<file path="src/sv/xpf_pkg.sv">
package xpf_pkg;

    localparam int MAX_SHARD_BYTES = 2048;
    localparam int MAX_DATA_SHARDS = 16;

    localparam int ADDR_W  = $clog2(MAX_SHARD_BYTES);
    localparam int LEN_W   = ADDR_W + 1;
    localparam int SHARD_W = 5;
    localparam int GROUP_W = 32;
    localparam int BYTE_W  = 8;

    localparam int CFG_IDX_W  = 1;
    localparam int CFG_DATA_W = 32;

    localparam int CMD_Q_DEPTH = 4;
    localparam int CMD_Q_AW    = $clog2(CMD_Q_DEPTH);
    localparam int OUT_Q_DEPTH = 2;
    localparam int OUT_Q_AW    = $clog2(OUT_Q_DEPTH);

    localparam logic [SHARD_W-1:0] SHARDS_RESET = SHARD_W'(4);
    localparam logic [GROUP_W-1:0] GROUP_RESET  = '0;

    typedef enum logic {
        OP_DATA  = 1'b0,
        OP_DRAIN = 1'b1
    } t_op;

    typedef enum logic {
        KIND_DATA   = 1'b0,
        KIND_PARITY = 1'b1
    } t_kind;

    typedef enum logic [CFG_IDX_W-1:0] {
        CFG_SHARDS_PER_GROUP = 1'b0,
        CFG_FIRST_GROUP      = 1'b1
    } t_cfg_idx;

    typedef struct packed {
        t_kind               kind;
        logic [GROUP_W-1:0]  group;
        logic [SHARD_W-1:0]  shard;
        logic [ADDR_W-1:0]   offset;
        logic [BYTE_W-1:0]   value;
        logic                last;
        logic                ovf;
        logic                wr_en;
        logic                fold;
    } t_cmd;

    typedef struct packed {
        t_kind               kind;
        logic [GROUP_W-1:0]  group;
        logic [SHARD_W-1:0]  shard;
        logic [ADDR_W-1:0]   offset;
        logic [BYTE_W-1:0]   value;
        logic                last;
        logic                ovf;
    } t_res;

endpackage

</file>
<file path="src/sv/xpf_front.sv">
module xpf_front (
    input  logic                              i_clk,
    input  logic                              i_rst_n,
    input  logic                              i_cfg_we,
    input  logic [xpf_pkg::CFG_IDX_W-1:0]     i_cfg_index,
    input  logic [xpf_pkg::CFG_DATA_W-1:0]    i_cfg_data,
    input  logic                              i_accept,
    input  logic                              i_operation,
    input  logic [xpf_pkg::BYTE_W-1:0]        i_byte_value,
    input  logic                              i_end_of_shard,
    output logic                              o_cmd_valid,
    output xpf_pkg::t_cmd                     o_cmd
);

    localparam logic [xpf_pkg::LEN_W-1:0] MAX_LEN =
        xpf_pkg::LEN_W'(xpf_pkg::MAX_SHARD_BYTES);
    localparam logic [xpf_pkg::SHARD_W-1:0] MAX_SHARDS =
        xpf_pkg::SHARD_W'(xpf_pkg::MAX_DATA_SHARDS);

    logic [xpf_pkg::SHARD_W-1:0] r_shards_cfg;
    logic [xpf_pkg::GROUP_W-1:0] r_group,     n_group;
    logic [xpf_pkg::LEN_W-1:0]   r_byte_pos,  n_byte_pos;
    logic [xpf_pkg::LEN_W-1:0]   r_longest,   n_longest;
    logic [xpf_pkg::SHARD_W-1:0] r_seen,      n_seen;
    logic                        r_draining,  n_draining;
    logic [xpf_pkg::LEN_W-1:0]   r_drain_pos, n_drain_pos;

    logic [xpf_pkg::SHARD_W-1:0] eff_shards;
    logic                        ovf;
    logic [xpf_pkg::LEN_W-1:0]   closed_len;
    logic                        drain_last;
    logic [xpf_pkg::SHARD_W-1:0] seen_inc;

    always_comb begin
        if (r_shards_cfg == '0) begin
            eff_shards = xpf_pkg::SHARD_W'(1);
        end else if (r_shards_cfg > MAX_SHARDS) begin
            eff_shards = MAX_SHARDS;
        end else begin
            eff_shards = r_shards_cfg;
        end
    end

    assign ovf        = r_byte_pos >= MAX_LEN;
    assign closed_len = ovf ? MAX_LEN : r_byte_pos + 1'b1;
    assign drain_last = (r_drain_pos + 1'b1) >= r_longest;
    assign seen_inc   = r_seen + 1'b1;

    always_comb begin
        n_group     = r_group;
        n_byte_pos  = r_byte_pos;
        n_longest   = r_longest;
        n_seen      = r_seen;
        n_draining  = r_draining;
        n_drain_pos = r_drain_pos;
        o_cmd_valid = 1'b0;
        o_cmd       = '0;

        if (i_accept) begin
            if (xpf_pkg::t_op'(i_operation) == xpf_pkg::OP_DATA) begin
                if (!r_draining) begin
                    o_cmd_valid  = 1'b1;
                    o_cmd.kind   = xpf_pkg::KIND_DATA;
                    o_cmd.group  = r_group;
                    o_cmd.shard  = r_seen;
                    o_cmd.offset = ovf ? '0 : r_byte_pos[xpf_pkg::ADDR_W-1:0];
                    o_cmd.value  = i_byte_value;
                    o_cmd.last   = i_end_of_shard;
                    o_cmd.ovf    = ovf;
                    o_cmd.wr_en  = !ovf;
                    // offsets past the longest shard so far are written, not folded
                    o_cmd.fold   = r_byte_pos < r_longest;
                    if (i_end_of_shard) begin
                        if (closed_len > r_longest) begin
                            n_longest = closed_len;
                        end
                        n_byte_pos = '0;
                        n_seen     = seen_inc;
                        if (seen_inc >= eff_shards) begin
                            n_draining  = 1'b1;
                            n_drain_pos = '0;
                        end
                    end else if (!ovf) begin
                        n_byte_pos = r_byte_pos + 1'b1;
                    end
                end
            end else begin
                if (r_draining) begin
                    o_cmd_valid  = 1'b1;
                    o_cmd.kind   = xpf_pkg::KIND_PARITY;
                    o_cmd.group  = r_group;
                    o_cmd.shard  = eff_shards;
                    o_cmd.offset = r_drain_pos[xpf_pkg::ADDR_W-1:0];
                    o_cmd.last   = drain_last;
                    if (drain_last) begin
                        n_draining  = 1'b0;
                        n_drain_pos = '0;
                        n_seen      = '0;
                        n_longest   = '0;
                        n_byte_pos  = '0;
                        n_group     = r_group + 1'b1;
                    end else begin
                        n_drain_pos = r_drain_pos + 1'b1;
                    end
                end
            end
        end
    end

    always_ff @(posedge i_clk) begin
        if (!i_rst_n) begin
            r_shards_cfg <= xpf_pkg::SHARDS_RESET;
            r_group      <= xpf_pkg::GROUP_RESET;
            r_byte_pos   <= '0;
            r_longest    <= '0;
            r_seen       <= '0;
            r_draining   <= 1'b0;
            r_drain_pos  <= '0;
        end else begin
            r_group     <= n_group;
            r_byte_pos  <= n_byte_pos;
            r_longest   <= n_longest;
            r_seen      <= n_seen;
            r_draining  <= n_draining;
            r_drain_pos <= n_drain_pos;
            if (i_cfg_we) begin
                unique case (xpf_pkg::t_cfg_idx'(i_cfg_index))
                    xpf_pkg::CFG_SHARDS_PER_GROUP: begin
                        r_shards_cfg <= i_cfg_data[xpf_pkg::SHARD_W-1:0];
                    end
                    xpf_pkg::CFG_FIRST_GROUP: begin
                        r_group <= i_cfg_data[xpf_pkg::GROUP_W-1:0];
                    end
                    default: begin
                    end
                endcase
            end
        end
    end

endmodule

</file>
<file path="config.mk">
export PLATFORM = sky130hd
export DESIGN_NAME = xpf_front
export DESIGN_NICKNAME = d
export VERILOG_FILES = /design/src/sv/xpf_pkg.sv /design/src/sv/xpf_front.sv
export SDC_FILE = /design/constraint.sdc
export NUM_CORES = 1
export LEC_CHECK = 0
export BUFFER_PORTS_ARGS = -buffer_cell sky130_fd_sc_hd__buf_2
export CELL_PAD_IN_SITES_DETAIL_PLACEMENT = 0
export CELL_PAD_IN_SITES_GLOBAL_PLACEMENT = 2
export CORE_MARGIN = 2
export CORE_UTILIZATION = 33
export CTS_BUF_LIST = sky130_fd_sc_hd__clkbuf_8
export DETAILED_ROUTE_END_ITERATION = 12
export PLACE_DENSITY = 0.9
export SLEW_MARGIN = 20
export SYNTH_ARGS = -nofsm -noshare
export SYNTH_HDL_FRONTEND = slang
export SYNTH_SLANG_ARGS = --single-unit
</file>
<file path="constraint.sdc">
create_clock -name i_clk -period 4.25 [get_ports i_clk]
set_clock_uncertainty 0.2 [all_clocks]
set_input_delay 0.6375 -clock i_clk [delete_from_list [all_inputs] [get_ports i_clk]]
set_output_delay 0.6375 -clock i_clk [all_outputs]
set_load 0.01 [all_outputs]
</file>
# ---- Yosys cells after proc, flatten, opt, wreduce, memory -nomap -nowiden
# Index checks and enable logic that the tools add are counted.
dict set report word_totals {
  regBits 79
  latchBits 0
  ram_bits 0
  mem_bits_ro 0
  inputBits 47
  memories 0
}
dict set report op_classes {
  n_addsub 4
  n_mul 0
  n_div 0
  order_cmp 6
  eq_ne 4
  shift 0
  n_mux 49
  bitwise_logic 1
  reduce_logical 10
}
# op n
set ops {}
lappend ops {{$mux 12} 17}
lappend ops {{$mux 32} 6}
lappend ops {{$mux 49} 2}
lappend ops {{$mux 61} 1}
lappend ops {{$mux 60} 1}
lappend ops {{$mux 5} 7}
lappend ops {{$add 32x1->32 const B} 1}
lappend ops {{$add 12x1->12 const B} 2}
lappend ops {{$reduce_and 5->1} 3}
lappend ops {{$ge 12x12->1} 1}
lappend ops {{$ge 12x12->1 const B} 1}
lappend ops {{$gt 12x12->1} 1}
lappend ops {{$lt 12x12->1} 1}
lappend ops {{$mux 1} 12}
lappend ops {{$mux 11} 1}
lappend ops {{$mux 8} 1}
lappend ops {{$reduce_and 6->1} 1}
lappend ops {{$reduce_bool 2->1} 3}
lappend ops {{$add 5x1->5 const B} 1}
lappend ops {{$ge 5x5->1} 1}
lappend ops {{$gt 5x5->1 const B} 1}
lappend ops {{$logic_not 5->1} 1}
lappend ops {{$ne 2x1->1 const B} 2}
lappend ops {{$mux 3} 1}
lappend ops {{5 further kinds} 5}

# ---- Depth between registers and ports, before layout
dict set report depth {
  ltp_word 8
  ltp_mapped 16
}

# ---- Worst setup path before layout
# Ideal clock, no wire load.
dict set report synth_path {
  path_kind {register to output}
  from {register r_drain_pos[2] (netlist bit)}
  to {output o_cmd[3] (netlist bit)}
  t_arrival_ps 3001
  t_required_ps 3412
  slack_ps 411
  stages_incl_launch_ff 16
  cell_sequence {dfxtp_1 clkbuf_1 nand3_1 nor2_1 and3_1 nand3_1 or2_2 nand2_1 ha_1 nand4_1 nor2_1 a211oi_1 o31a_2 buf_2 nand2_1 and3_1}
}
# element line_no
set synth_rtl {}
lappend synth_rtl {{start: declaration} xpf_front.sv:26} ;# logic [xpf_pkg::LEN_W-1:0] r_drain_pos, n_drain_pos;
lappend synth_rtl {{start signal: assignment} xpf_front.sv:125} ;# r_drain_pos <= n_drain_pos;
lappend synth_rtl {{end: declaration} xpf_front.sv:12} ;# output xpf_pkg::t_cmd o_cmd

==> metrics.yaml <==
cts:
  worstSkewPairLatency_ns: 0.38
  cts.clk_slew.worst_paths_ns: 0.09
  numCtsBuffers: 9
  htreeDepth: 3
  tritoncts: "built"
  root_buffer: "clkbuf_8"
  cts_hold_buf: 0
  cts.sinks: 79
  clockBufferDepth: 2
synthesis:
  synth.distinct_cells: 57
  yosysSeqAreaShare: 0.283
  ys_seq_elements: 79
  ys_async_sr_fraction: 0
  synth_nets: 796
  synthFlopType: "dfxtp_1"
  avgSynthCellArea_sq_um: 7.95
  synth_area_sq_mm: 0.00558
  synth_edf_count: 0
  synthCells: 702
  yosys_warnings: 0
sta:
  min_period_ns: 4.01
  rsz0062_at_grt: "no"
  fmax_mhz: 249
  relSlewSlack: 0.382
  tns_ns: 0
  drv_slew: 0
  hold_ws_ns: 0.260
  min_period_over_period: 0.944
  finalSetupViolations: 0
  worst_pin_slew_ns: 0.926
  hold_viol: 0
route:
  drc: 0
  vias: 5287
  drt-total-wl_um: 16000
  ant_nets: 0
  vias_per_cell: 5.16
  wl_per_cell_um: 15.6
  first_pass_iters: 5
  drt_first_iter_violations: 259
floorplanning:
  num_rows: 47
  start_util: 0.337
  die_x_um: 134
  dieHeight_um: 134
  core_area_sq_mm: 0.0166
  ios: 109
  dieArea_sq_mm: 0.0180
place:
  gp_congestion: 0.808
  dp_hpwl_um: 11700
  port_buffers: 108
finish:
  seqCellArea_sq_mm: 0.00159
  finalNetCount: 894
  multi_input_area_sq_mm: 0.00376
  layout-drive-gt1-share: 0.214
  area_delta_synth_final_pct: 17.7
  diodes: 0
  fill_cells: 1776
  post-route-util: 0.396
grt:
  antenna_found_initial: 0
  grt_use_met3: 0.0359
  grt_pass1_wl_um: 25900
  overflow: 0
  use_met2: 0.285
  top_usage_layer: "met2"
  track_usage: 0.180
  grt_use_met1: 0.252
  grt_max_degree: 57
  grt_pass1_vias: 4933
worst_setup_path:
  crit_slowest_cell: "dfxtp_2"
  crit_type: "reg -> out"
  crit_buf_inv: 1
  cp_top_family: "simple AND/OR/NAND/NOR gates"
  required_ns: 3.41
  crit_chain: "nand3_1, nor2_1, and3_2, nand3_1, or2_2, nand2_1, ha_1, nand4_1, nor2_1, a211oi_2, o31a_2, nand2_1, and3_1, buf_2"
  crit_end: "o_cmd[3]"
  cp_slowest_stage_delay_ns: 0.41
  path_max_fanout: 7
  arrival_ns: 3.17
  timing.reg2reg.setup_slack_ns: 0.59
  critical_path_depth: 14
  crit_start: "r_drain_pos[3]"
  cp-start-kind: "register"
  r2r-start: "r_drain_pos[0]"
  reg2reg_depth: 12
  end_kind: "output pin"
  reg2reg_to: "r_byte_pos[3]"
power_and_ir_drop:
  ir_drop_mv: 0.168
  p_per_area_mw_per_mm2: 230
  p_leak_nw: 2.81
hold_path:
  hp-class: "in -> reg"
outcome:
  status: "complete, no violations"
job:
  cap_violations: 0
-- layout by cell type, fill, tap and decap left out, types with 7 or more instances in the layout --
| master | count |
|---|---|
| a21o_1 | 10 |
| a21oi_1 | 53 |
| a22o_1 | 11 |
| and2_1 | 39 |
| and3_1 | 23 |
| buf_2 | 108 |
| buf_4 | 17 |
| clkbuf_8 | 9 |
| dfxtp_1 | 73 |
| ha_1 | 46 |
| inv_1 | 25 |
| mux2i_1 | 9 |
| nand2_1 | 77 |
| nand3_1 | 32 |
| nand4_1 | 18 |
| nor2_1 | 42 |
| nor2b_1 | 14 |
| nor4_1 | 7 |
| o21ai_0 | 42 |
| o32ai_1 | 8 |
| o32ai_2 | 7 |
| xnor2_1 | 20 |
| xor2_1 | 29 |
-- layer usage --
layer  routed length (um)  vias to the layer above  share of wire
li1                     -                     2713              -
met1                 7920                     2465           0.49
met2                 7280                       96           0.45
met3                  624                       13          0.039
met4                  178                        0          0.011
met5                    0                        -              0
-- stage by stage --
step	instances	setup slack (ns)	total power [mW]	area, sq um
global route	1025	0.0326	1.58	6570
CTS	1025	0.0485	1.53	6540
global placement	1008	0.297	0.981	6340
floorplan	702	0.411	0.907	5580
finish	1025	0.239	1.51	6570
detailed placement	1008	0.228	0.980	6340
-- layout make-up --
cell class              count  area share
clock buffers               9      0.0189
clock inverters             7     0.00838
inverters                  25      0.0143
multi-input cells         560       0.573
flip-flops and latches     79       0.242
well taps                 220      0.0419
repair buffers            125       0.102
-- Yosys cell counts, types with 3 or more instances --
master     n  area share
a211oi_1   3      0.0040
a21o_1    10       0.013
a21oi_1   53       0.048
a22o_1    11       0.017
a22oi_1    6      0.0081
and2_1    39       0.044
and3_1    25       0.028
and4_1     3      0.0047
buf_4      3      0.0040
clkbuf_1  30       0.020
dfxtp_1   79        0.28
ha_1      47        0.11
inv_1     25       0.017
mux2i_1    9       0.016
nand2_1   77       0.052
nand2b_1   5      0.0056
nand3_1   32       0.029
nand4_1   18       0.020
nor2_1    42       0.028
nor2b_1   14       0.016
nor3_1     4      0.0036
nor4_1     7      0.0078
o211ai_1   3      0.0040
o21ai_0   42       0.038
o21ai_1    3      0.0027
o22ai_1    6      0.0067
o31ai_1    6      0.0081
o32ai_1    8       0.013
o32ai_2    7       0.020
or2_2      3      0.0034
xnor2_1   21       0.033
xor2_1    29       0.046
-- state kept, by name (all words and copies together) (netlist names) --
name,cells
r_drain_pos,12
r_shards_cfg,5
r_group,32
r_longest,12
r_seen,5
r_draining,1
r_byte_pos,12
-- cell families (layout without fill, tap and decap cells) --
kind of cell / after synthesis / count (layout) / share of synthesized area
compound gates: 174 / 174 / 0.209
xor+xnor: 50 / 50 / 0.0785
flops: 79 / 79 / 0.283
fa+ha+maj: 47 / 47 / 0.105
mux: 9 / 9 / 0.0161
simple gates: 280 / 280 / 0.260
buf+inv: 63 / 166 / 0.0475
-- worst min-delay path by stage --
stage,start,end,slack [ns],cells after the start
2_1_floorplan,r_drain_pos[11],r_drain_pos[11],0.24,1
3_3_place_gp,r_drain_pos[11],r_drain_pos[11],0.26,1
3_5_place_dp,r_longest[2],r_longest[2],0.27,2
4_1_cts,i_cfg_data[7],r_group[7],0.24,3
5_1_grt,i_cfg_data[19],r_group[19],0.25,3
6_report,i_cfg_data[7],r_group[7],0.26,3
-- report_power, final --
part	internal (mW)	switching, mW	leakage (nW)
clock network	0.218	0.331	0.0866
logic	0.0729	0.102	2.08
registers	0.761	0.0246	0.646
total	1.05	0.458	2.81
-- worst min-delay path, stage by stage --
cell     delay (ns)
buf_2          0.08
nand2_1        0.04
o21ai_1        0.05
-- timing repair --
item / 4_1_cts / 5_1_grt
pin swaps: 0 / 1
gates resized for setup: 2 / 11
setup endpoints to repair: 1 / 1
setup buffers: 1 / 0
Power figures use the tool's default switching activity.
