[config.mk]
export PLATFORM = sky130hd
export DESIGN_NAME = xpf_cmd_q
export DESIGN_NICKNAME = d
export VERILOG_FILES = /design/src/sv/xpf_pkg.sv /design/src/sv/xpf_cmd_q.sv
export SDC_FILE = /design/constraint.sdc
export NUM_CORES = 1
export LEC_CHECK = 0
export ABC_AREA = 1
export BUFFER_PORTS_ARGS = -buffer_cell sky130_fd_sc_hd__buf_2
export CELL_PAD_IN_SITES_DETAIL_PLACEMENT = 1
export CELL_PAD_IN_SITES_GLOBAL_PLACEMENT = 1
export CORE_MARGIN = 10
export CORE_UTILIZATION = 45
export CTS_BUF_LIST = sky130_fd_sc_hd__clkbuf_8
export DETAILED_ROUTE_END_ITERATION = 7
export PLACE_DENSITY_LB_ADDON = 0.08
export SYNTH_ARGS = -nofsm -noshare
export SYNTH_HDL_FRONTEND = slang
export SYNTH_SLANG_ARGS = --single-unit
[constraint.sdc]
create_clock -name i_clk -period 3.6 [get_ports i_clk]
set_clock_uncertainty 0.1 [all_clocks]
set_input_delay 0.18 -clock i_clk [delete_from_list [all_inputs] [get_ports i_clk]]
set_output_delay 0.18 -clock i_clk [all_outputs]
set_load 0.05 [all_outputs]
[src/sv/xpf_pkg.sv]
package xpf_pkg;

    localparam int MAX_SHARD_BYTES = 2048;
    localparam int MAX_DATA_SHARDS = 16;

    localparam int ADDR_W  = $clog2(MAX_SHARD_BYTES);
    localparam int LEN_W   = ADDR_W + 1;
    localparam int SHARD_W = 5;
    localparam int GROUP_W = 32;
    localparam int BYTE_W  = 8;

    localparam int CFG_IDX_W  = 1;
    localparam int CFG_DATA_W = 32;

    localparam int CMD_Q_DEPTH = 4;
    localparam int CMD_Q_AW    = $clog2(CMD_Q_DEPTH);
    localparam int OUT_Q_DEPTH = 2;
    localparam int OUT_Q_AW    = $clog2(OUT_Q_DEPTH);

    localparam logic [SHARD_W-1:0] SHARDS_RESET = SHARD_W'(4);
    localparam logic [GROUP_W-1:0] GROUP_RESET  = '0;

    typedef enum logic {
        OP_DATA  = 1'b0,
        OP_DRAIN = 1'b1
    } t_op;

    typedef enum logic {
        KIND_DATA   = 1'b0,
        KIND_PARITY = 1'b1
    } t_kind;

    typedef enum logic [CFG_IDX_W-1:0] {
        CFG_SHARDS_PER_GROUP = 1'b0,
        CFG_FIRST_GROUP      = 1'b1
    } t_cfg_idx;

    typedef struct packed {
        t_kind               kind;
        logic [GROUP_W-1:0]  group;
        logic [SHARD_W-1:0]  shard;
        logic [ADDR_W-1:0]   offset;
        logic [BYTE_W-1:0]   value;
        logic                last;
        logic                ovf;
        logic                wr_en;
        logic                fold;
    } t_cmd;

    typedef struct packed {
        t_kind               kind;
        logic [GROUP_W-1:0]  group;
        logic [SHARD_W-1:0]  shard;
        logic [ADDR_W-1:0]   offset;
        logic [BYTE_W-1:0]   value;
        logic                last;
        logic                ovf;
    } t_res;

endpackage

[src/sv/xpf_cmd_q.sv]
module xpf_cmd_q (
    input  logic           i_clk,
    input  logic           i_rst_n,
    input  logic           i_push,
    input  xpf_pkg::t_cmd  i_cmd,
    output logic           o_full,
    input  logic           i_pop,
    output logic           o_valid,
    output xpf_pkg::t_cmd  o_cmd
);

    localparam logic [xpf_pkg::CMD_Q_AW:0] DEPTH_CNT =
        (xpf_pkg::CMD_Q_AW + 1)'(xpf_pkg::CMD_Q_DEPTH);

    xpf_pkg::t_cmd                 r_buf [xpf_pkg::CMD_Q_DEPTH];
    logic [xpf_pkg::CMD_Q_AW-1:0]  r_wp;
    logic [xpf_pkg::CMD_Q_AW-1:0]  r_rp;
    logic [xpf_pkg::CMD_Q_AW:0]    r_cnt;
    logic                          do_push;
    logic                          do_pop;

    assign o_full  = r_cnt == DEPTH_CNT;
    assign o_valid = r_cnt != '0;
    assign o_cmd   = r_buf[r_rp];
    assign do_push = i_push && !o_full;
    assign do_pop  = i_pop && o_valid;

    always_ff @(posedge i_clk) begin
        if (do_push) begin
            r_buf[r_wp] <= i_cmd;
        end
    end

    always_ff @(posedge i_clk) begin
        if (!i_rst_n) begin
            r_wp  <= '0;
            r_rp  <= '0;
            r_cnt <= '0;
        end else begin
            if (do_push) begin
                r_wp <= r_wp + 1'b1;
            end
            if (do_pop) begin
                r_rp <= r_rp + 1'b1;
            end
            case ({do_push, do_pop})
                2'b10:   r_cnt <= r_cnt + 1'b1;
                2'b01:   r_cnt <= r_cnt - 1'b1;
                default: r_cnt <= r_cnt;
            endcase
        end
    end

endmodule

* Word level (Yosys, flattened, before mapping)
Memories as Yosys holds them, arrays and structs flattened. A register that Yosys moved wholly into a read port is not among the register bits.
Index checks and enable logic that the tools add are counted.
** Word-level totals
- Register bits :: 7
- Memory bits (writable) :: 244
- Input bits :: 65
- Logic and storage cells :: 21
- Memories :: 1
** Memory list
- r_buf :: words 4, bits a word 61, read ports 1, clocked after Yosys merged registers in 1, write ports 1, line xpf_cmd_q.sv:15 : xpf_pkg::t_cmd r_buf [xpf_pkg::CMD_Q_DEPTH];
** Operators by class
- Add/sub/neg operators :: 4
- Equal/unequal tests :: 3
- Muxes and demuxes :: 5
- Reduce and logical (&&, ||, !) cells :: 5
** Operators with widths (number)
- one-hot mux 3 bit (2 select lines) :: 1
- adder 2 x 1 -> 2 bit, second input constant :: 2
- two-way mux 2 bit :: 2
- adder 3 x 1 -> 3 bit, second input constant :: 1
- == test 3 bit, second input constant :: 1
- nonzero test 3 bit :: 1
- subtractor 3 x 1 -> 3 bit, second input constant :: 1
- == test 2 x 1 -> 1 bit, second input constant :: 1
- == test 2 bit, second input constant :: 1
- logical AND 1 bit :: 2
- two-way mux 1 bit :: 2
- nonzero test 2 bit :: 1
- logical NOT 1 bit :: 1

* Depth between registers and ports, before layout
Gate-level depths: netlist of the first run.
- Word-level depth :: 5
- Depth in mapped cells :: 13
- Mapped depth without buffers :: 13

* Worst setup path after synthesis of the first run
Ideal clock, no wire load.
- Path type :: register -> register
- From :: register r_cnt[1] (netlist name)
- To :: memory r_buf[0][0] (netlist name) (enable)
- Arrival :: 3181 ps
- Path slack :: -161 ps
- Stages on the path, launching flop included :: 5
- Path buffers :: 0
- Period minus slack after synthesis :: 3761 ps
- Path through :: dfxtp_1 -> nor2_1 -> nand2_1 -> nand2_2 -> nor2_1
** On the way
- Cells in the longest elaborated chain, start to end :: 5
** RTL lines
- from (decl) :: line xpf_cmd_q.sv:18 : logic [xpf_pkg::CMD_Q_AW:0] r_cnt;
- from (signal assigned) :: line xpf_cmd_q.sv:47 : 2'b10: r_cnt <= r_cnt + 1'b1;
- from (signal assigned) :: line xpf_cmd_q.sv:48 : 2'b01: r_cnt <= r_cnt - 1'b1;
- from (signal assigned) :: line xpf_cmd_q.sv:49 : default: r_cnt <= r_cnt;
- == test 3 bit :: line xpf_cmd_q.sv:22 : assign o_full = r_cnt == DEPTH_CNT;
- logical NOT 1 bit :: line xpf_cmd_q.sv:25 : assign do_push = i_push && !o_full;
- logical AND 1 bit :: line xpf_cmd_q.sv:25
- two-way mux 1 bit :: line xpf_cmd_q.sv:29 : if (do_push) begin
- two-way mux 1 bit (implied by the code) :: line xpf_cmd_q.sv:30 : r_buf[r_wp] <= i_cmd;
- to (decl) :: line xpf_cmd_q.sv:15
No other way between the ends.

==> key figures, run 1 <==
Run status
  – Status: finished clean

Clocking
  – Worst-case clock buffer depth: 3
  – CTS Sinks: 253
  – Clk Latency, worst-skew pair: ~0.54 ns
  – Clock tree root driver cell: clkbuf_8
  – CTS Buf Count: 43
  – Clock transition at the registers of the reported paths: 0.06 ns
  – Post-CTS setup buffers: 0
  – H-tree Lvls: 2
  – CTS tree: yes

Yosys
  – Avg Inst Size Synth: between 15 and 20 um2
  – Top cell type's share of synthesized area: 72.5%
  – Cells after synthesis: 658
  – Warnings, synthesis: 0
  – Synth area leader: edfxtp_1
  – Top cells by area, synth: edfxtp_1 73%, o22ai_2 5.0%, o21ai_0 4.5%
  – Synth cell types: 22
  – EDFF count, synth: 244
  – Net Count, Synth: between 700 and 800
  – Mapped cell area: 10,100 um2
  – Main flop type after synthesis: edfxtp_1
  – Async set or reset register ratio after synthesis: 0%
  – Post-synthesis sequential area ratio: about three quarters
  – Synth Register Bits: roughly 250

Global routing
  – First-pass GRT wire length: around 38 mm
  – GR Util All Layers: 16.6%
  – GRT overflow: 0
  – Vias in the first global route: 6,987
  – Initial antenna violation count: 0
  – Largest net degree at the start of global routing: 63

Worst setup path
  – Crit path kind: reg2out
  – R2r worst-path depth: 5
  – Worst EP arrival: 2.44 ns
  – Worst path slowest cell: inv_2
  – R2r endpoint: r_buf[2][35]
  – Slowest stage delay, CP: around 0.57 ns
  – R2R Setup Slk: between 1 and 1.5 ns
  – Crit path capture type: output pin
  – Reg-to-Reg Start: r_cnt[1]
  – Max FO, Critical Path: 35
  – Cell breakdown of the critical path: inv_2, buf_4, o21ai_1, o22ai_1, buf_2
  – CP startpoint kind: flip-flop
  – Data required, critical path: approximately 3.3 ns

STA
  – Slew Limit Fails: 0
  – Final Setup Violations: 0
  – Crit path time final: 2.72 ns
  – RSZ-0062 raised after global routing: false
  – Worst Tran Pin Value: 0.793 ns
  – Post-route setup TNS: 0 ns
  – Period utilization: 75.6%
  – Slew margin rel.: around 47%
  – Max frequency: 367 MHz
  – Final Hold Viols: 0

Run
  – Max-cap viol count: 0

Power
  – Combinational share of power: a little over a third
  – Sw frac: between 30 and 40%
  – Max VDD drop: 0.000477 V
  – Clk network pwr share: 24.6%
  – PnR Total Power: 8.93 mW
  – PwrDens: 723 nW/um2
  – Pleak: 4.35 nW
  – Pint: 5.38 mW
  – Sequential share of power: 40.0%
  – NetSw: 3.55 mW

Placement
  – Input/output buffers: between 100 and 150
  – Final Wtd Congestion: about 0.76
  – Placed Cells: roughly 1,000
  – HPWL Detailed: 14.2 mm

Floorplan
  – Die Span Y: roughly 170 um
  – Initial Util: roughly 46%
  – Core area: 22,000 um2
  – Die ar.: between 20,000 and 30,000 um2
  – Die span in x: 170 um
  – Row cnt: 54
  – Top-level port count: 128

Detailed routing
  – Drt total wl: 23.9 mm
  – Total number of vias: 6,232
  – Routed Antenna Nets: 0
  – DRT Pass-1 Iters: 4
  – Routed vias/inst: 5.29
  – Iter 0 DRT Violations: around 260
  – Routed WL per cell: about 20 um
  – # DRC: 0

Finish
  – Layout cells sized above 1: 32.0%
  – Commonest non-fill, non-tap cell in the layout: edfxtp_1
  – Area Growth Syn to Fin: 22.3%
  – # nets final: 943
  – Most frequent cells in the layout: 244 x edfxtp_1, 127 x buf_2, 91 x o21ai_0
  – Fin cells: 1,177
  – Filler instances: between 2,000 and 2,500

Worst hold path
  – Worst Hold Class: in2reg
  – Hold Startpoint: i_cmd[21]
  – WHS Endpoint: r_buf[3][21]
  – Hold Crit Depth: 2
-- worst max-delay path: cells and delay by family, from the launching register on --
kind,cells,cell delay (ns)
buf+inv,3,1.23
compound gates,2,0.32
flops,1,0.32
-- power by group through the flow --
stage	Clock [mW]	Sequential (mW)	Combinational [mW]
floorplan	0	3.63	2.43
global placement	0	3.62	3.09
detailed placement	0	3.64	3.16
CTS	2.26	3.58	3.22
global route	2.40	3.60	3.40
finish	2.20	3.58	3.16
-- flip-flops by register name, summed over array words and instances, names as in the netlist, named ones only --
name,flops
r_buf,244
r_rp,2
r_wp,2
r_cnt,3
-- metal layers --
layer,share of wire [%],up-vias,GRT usage [%]
li1,-,2891,-
met1,40,3166,19.5
met2,52,148,29.2
met3,6.0,27,4.12
met4,1.4,0,5.04
met5,0,-,0
-- through the flow --
| step | cell area [um2] | hold slack (ns) | setup WS (ns) | utilization, % |
|---|---|---|---|---|
| after floorplan | 10100 | 0.179 | -0.161 | - |
| after global placement | 11000 | 0.290 | 1.42 | 50.1 |
| after detailed placement | 11000 | 0.297 | 1.37 | 50.1 |
| after CTS | 12300 | 0.264 | 0.834 | 56.2 |
| after global routing | 12300 | 0.276 | 0.758 | 56.2 |
| final | 12400 | 0.295 | 0.879 | 56.2 |
-- final cells by class --
type	instances	area, um2	share of cell area [%]
clock buffer	45	619	5.01
antenna	2	5.00	0.0405
multi-input combinational	348	2270	18.4
sequential	253	7510	60.8
inverter	19	76.3	0.618
tap	280	350	2.84
clock inverter	23	92.6	0.750
timing repair buffer	207	1420	11.5
-- how the worst max path moves through the flow --
stage | start | endpoint | slack [ns] | depth (start not counted)
3_5_place_dp | r_cnt[1] | r_buf[2][26] | 1.37 | 5
4_1_cts | flip-flop | o_cmd[29] | 0.83 | 5
6_report | flip-flop | o_cmd[29] | 0.88 | 5
2_1_floorplan | r_cnt[1] | r_buf[0][0] | -0.16 | 4
3_3_place_gp | flip-flop | o_cmd[29] | 1.42 | 5
5_1_grt | flip-flop | o_cmd[16] | 0.76 | 5
-- timing repair --
item,4_1_cts,5_1_grt
endpoints found under the hold margin,253,0
hold buffers,64,0
resized for setup,0,0
-- cells by family after synthesis --
family	Yosys count	share of synthesized area, %
flip-flops	253	74.3
AO/OA/AOI/OAI	190	12.7
AND/OR/NAND/NOR	152	8.71
adder cells (fa/ha/maj)	6	0.818
buffers and inverters	57	3.46
-- synthesized netlist by cell type, types with 9 or more instances --
cell type / n
edfxtp_1: 244
nor2_1: 92
o21ai_0: 91
nor2_4: 40
o22ai_2: 40
o21ai_1: 32
o22ai_1: 21
clkbuf_1: 16
inv_1: 14
nand2_1: 14
buf_2: 10
dfxtp_1: 9
(Power assumes the default switching activity.)
==> run 2, diff against run 1 <==
--- a/config.mk
+++ b/config.mk
@@ -5,12 +5,12 @@
 export SDC_FILE = /design/constraint.sdc
 export NUM_CORES = 1
 export LEC_CHECK = 0
-export ABC_AREA = 1
+export ABC_AREA = 0
 export BUFFER_PORTS_ARGS = -buffer_cell sky130_fd_sc_hd__buf_2
 export CELL_PAD_IN_SITES_DETAIL_PLACEMENT = 1
 export CELL_PAD_IN_SITES_GLOBAL_PLACEMENT = 1
 export CORE_MARGIN = 10
-export CORE_UTILIZATION = 45
+export CORE_UTILIZATION = 47
 export CTS_BUF_LIST = sky130_fd_sc_hd__clkbuf_8
 export DETAILED_ROUTE_END_ITERATION = 7
 export PLACE_DENSITY_LB_ADDON = 0.08
==> constraint.sdc (replaced) <==
create_clock -name i_clk -period 2.5 [get_ports i_clk]
set_clock_uncertainty 0.1 [all_clocks]
set_input_delay 0.125 -clock i_clk [delete_from_list [all_inputs] [get_ports i_clk]]
set_output_delay 0.125 -clock i_clk [all_outputs]
set_load 0.05 [all_outputs]
==> run 2 against run 1 <==
  * Via count down 26%
  * Count of clock-buffer cells in the layout stayed put
  * Sequential share of layout area rose by 2.7 points
  * Clock power is 47% higher
  * Highest routed layer is now met5
  * Cell area is 4.1% lower
  * Die area shrank 10%
  * Core utilization increased by 4.4 points
  * Largest power group unchanged
  * Cell count down 24%
  * Non-clock buffer count rose by 1
  * First-iteration DRC count fell by 13%
  * Flip-flop and latch count is the same
==> key figures, run 2 <==
Run status
  – Status: finished clean

Placement
  – Final Wtd Congestion: 0.722 (-4.5%)
  – Input/output buffers: 127 (unchanged)
  – HPWL Detailed: 12.2 mm (-14%)

Floorplan
  – Core area: 19,500 um2 (-11%)
  – Top-level port count: 128 (unchanged)
  – Row cnt: 51 (-5.6%)
  – Die span in x: 161 um (-5.1%)
  – Die ar.: 26,000 um2 (-10%)
  – Initial Util: 47.9% (+1.9 points)
  – Die Span Y: 161 um (-5.1%)

STA
  – Period utilization: 92.4%
  – Final Hold Viols: 0 (unchanged)
  – Worst Tran Pin Value: 0.480 ns (-0.312 ns)
  – Slew margin rel.: 68.0% (+21 points)
  – Post-route setup TNS: 0 ns (unchanged)
  – Crit path time final: roughly 2.3 ns
  – Slew Limit Fails: 0 (unchanged)
  – Final Setup Violations: 0 (unchanged)
  – Max frequency: 433 MHz
  – RSZ-0062 raised after global routing: false

Power
  – Pleak: 4.09 nW (-6.0%)
  – PnR Total Power: 12.8 mW (+43%)
  – PwrDens: 1080 nW/um2 (+49%)
  – Max VDD drop: 0.000832 V (+74%)

Yosys
  – Top cells by area, synth: edfxtp_1 78%, mux4_2 14%, dfxtp_1 1.9%
  – Top-count cell post-synth: edfxtp_1
  – Top cell type's share of synthesized area: 78.3% (+5.7 points)
  – Main flop type after synthesis: edfxtp_1
  – Mapped cell area: 9360 um2 (-7.3%)
  – Synth Register Bits: 253 (unchanged)
  – Synth cell types: 24 (+9.1%)
  – Simple-gate share of the synthesized area: 1.14% (-7.6 points)
  – EDFF count, synth: 244 (unchanged)
  – Synth Area in Adders: 0.882% (+0.065 points)
  – XOR/XNOR Fraction of Synth Area: 0.374% (+0.37 points)
  – Synth Area in Compound Gates: 0.374% (-12 points)
  – Avg Inst Size Synth: 25.2 um2 (+64%)
  – Warnings, synthesis: 0 (unchanged)
  – Post-synth top cells: 244 x edfxtp_1, 60 x mux4_2, 9 x dfxtp_1
  – Net Count, Synth: 442 (-39%)
  – Cells after synthesis: 371 (-44%)
  – Post-synthesis mux area share: 14.9% (+15 points)
  – Post-synthesis sequential area ratio: 80.2% (+5.9 points)
  – Async set or reset register ratio after synthesis: 0% (unchanged)
  – Synth area leader: edfxtp_1
  – Main combinational cell family by area after synthesis: multiplexers

Detailed routing
  – Routed WL per cell: 22.1 um (+8.8%)
  – Metal2 WL: 10.1 mm (-20%)
  – Iter 0 DRT Violations: 230 (-13%)
  – # DRC: 0 (unchanged)
  – Drt total wl: 19.8 mm (-17%)
  – Met3 wire length: 1.12 mm (-21%)
  – Wl on met1: 8.29 mm (-14%)
  – Routed Antenna Nets: 0 (unchanged)
  – Routed vias/inst: 5.13 (-3.1%)
  – DRT Pass-1 Iters: 4 (unchanged)
  – Top routing layer used: met5
  – Total number of vias: 4,609 (-26%)

Clocking
  – Clock transition at the registers of the reported paths: 0.06 ns (about the same)
  – Worst-case clock buffer depth: 3 (unchanged)
  – CTS Buf Count: 42 (-2.3%)
  – CTS Sinks: 253 (unchanged)
  – H-tree Lvls: 2 (unchanged)
  – Clk Latency, worst-skew pair: 0.53 ns (about the same)
  – CTS tree: yes
  – Clock tree root driver cell: clkbuf_8

Finish
  – Multi-input gate area: 1680 um2 (-26%)
  – Register area: 7520 um2 (about the same)
  – Most flop-heavy register: r_buf
  – Area Growth Syn to Fin: 26.5%
  – Ant diodes: 0 (-2)
  – Largest register FFs: 244 (unchanged)
  – # nets final: 678 (-28%)
  – Commonest non-fill, non-tap cell in the layout: edfxtp_1
  – Layout cells sized above 1: 41.2% (+9.3 points)
  – Largest registers: r_buf: 244 flops, r_cnt: 3 flops
  – Most frequent cells in the layout: 244 x edfxtp_1, 127 x buf_2, 65 x dlygate4sd3_1
  – Filler instances: 1,699 (-21%)

Worst setup path
  – Crit path capture type: output pin
  – Data required, critical path: 2.28 ns (-1.04 ns)
  – Worst EP arrival: 2.08 ns (-0.36 ns)
  – Crit path kind: reg2out
  – Max FO, Critical Path: 28 (-20%)
  – CP startpoint kind: flip-flop

Global routing
  – GR Util All Layers: 15.4% (-1.2 points)
  – First-pass GRT wire length: 31.1 mm (-17%)
  – Vias in the first global route: 5,273 (-25%)
  – Largest net degree at the start of global routing: 62 (-1.6%)
  – Initial antenna violation count: 1 (+1)
  – GRT overflow: 0 (unchanged)

Run
  – Max-cap viol count: 0 (unchanged)

Worst hold path
  – Worst Hold Class: in2reg
## run 2: cells by family (layout without fill, tap and decap cells)
group           after synthesis  after routing
xor+xnor                      4              4
mux                          63             63
buf+inv                      22            284
simple gates                 18             18
flops                       253            253
compound gates                5              5
fa+ha+maj                     6              6
## run 2: metal layers
| layer | up-vias | global-route usage (%) |
|---|---|---|
| met5 | - | 0 |
| met4 | 2 | 4.88 |
| met3 | 31 | 3.97 |
| met2 | 143 | 25.4 |
| met1 | 2386 | 19.6 |
| li1 | 2047 | - |
## run 2: critical path, stage by stage, from the launching register on
cell and delay [ns]:
dfxtp_4 0.66, buf_4 0.29, mux4_2 0.36, buf_2 0.24
## run 2: power breakdown
group / internal [mW] / switching (mW)
clock network: 1.74 / 1.49
registers: 5.12 / 0.210
logic: 1.44 / 2.80
## run 2: stage by stage
stage	instances	utilization (%)	setup WS (ns)	area [um2]	hold slack [ns]
3_3_place_gp	762	53.4	0.390	10400	0.235
6_report	898	60.6	0.191	11800	0.249
2_1_floorplan	371	-	0.0114	9380	0.124
4_1_cts	898	60.6	0.153	11800	0.222
3_5_place_dp	762	53.4	0.244	10400	0.243
5_1_grt	898	60.6	0.104	11800	0.243
## run 2: cell type report
| type | instances | area share [%] |
|---|---|---|
| timing repair buffer | 208 | 13.1 |
| multi-input combinational | 96 | 14.2 |
| clock inverter | 25 | 1.02 |
| tap | 265 | 2.80 |
| sequential | 253 | 63.5 |
| clock buffer | 45 | 5.23 |
| inverter | 6 | 0.190 |
## run 2: final timing paths
check	startpoint	to	slack (ns)	cells after the start
max	flip-flop	o_cmd[29]	0.19	3
min	i_cmd[19]	r_buf[0][19]	0.25	2
max reg2reg	r_cnt[1]	r_cnt[2]	0.25	9
min reg2reg	r_cnt[2]	r_cnt[2]	0.44	2
## run 2: timing repair
item | in CTS | in global routing
hold endpoints to repair | 253 | 0
resized for setup | 0 | 1
buffers inserted | 1 | 0
hold buffers | 65 | 0
setup endpoints to repair | 2 | 2
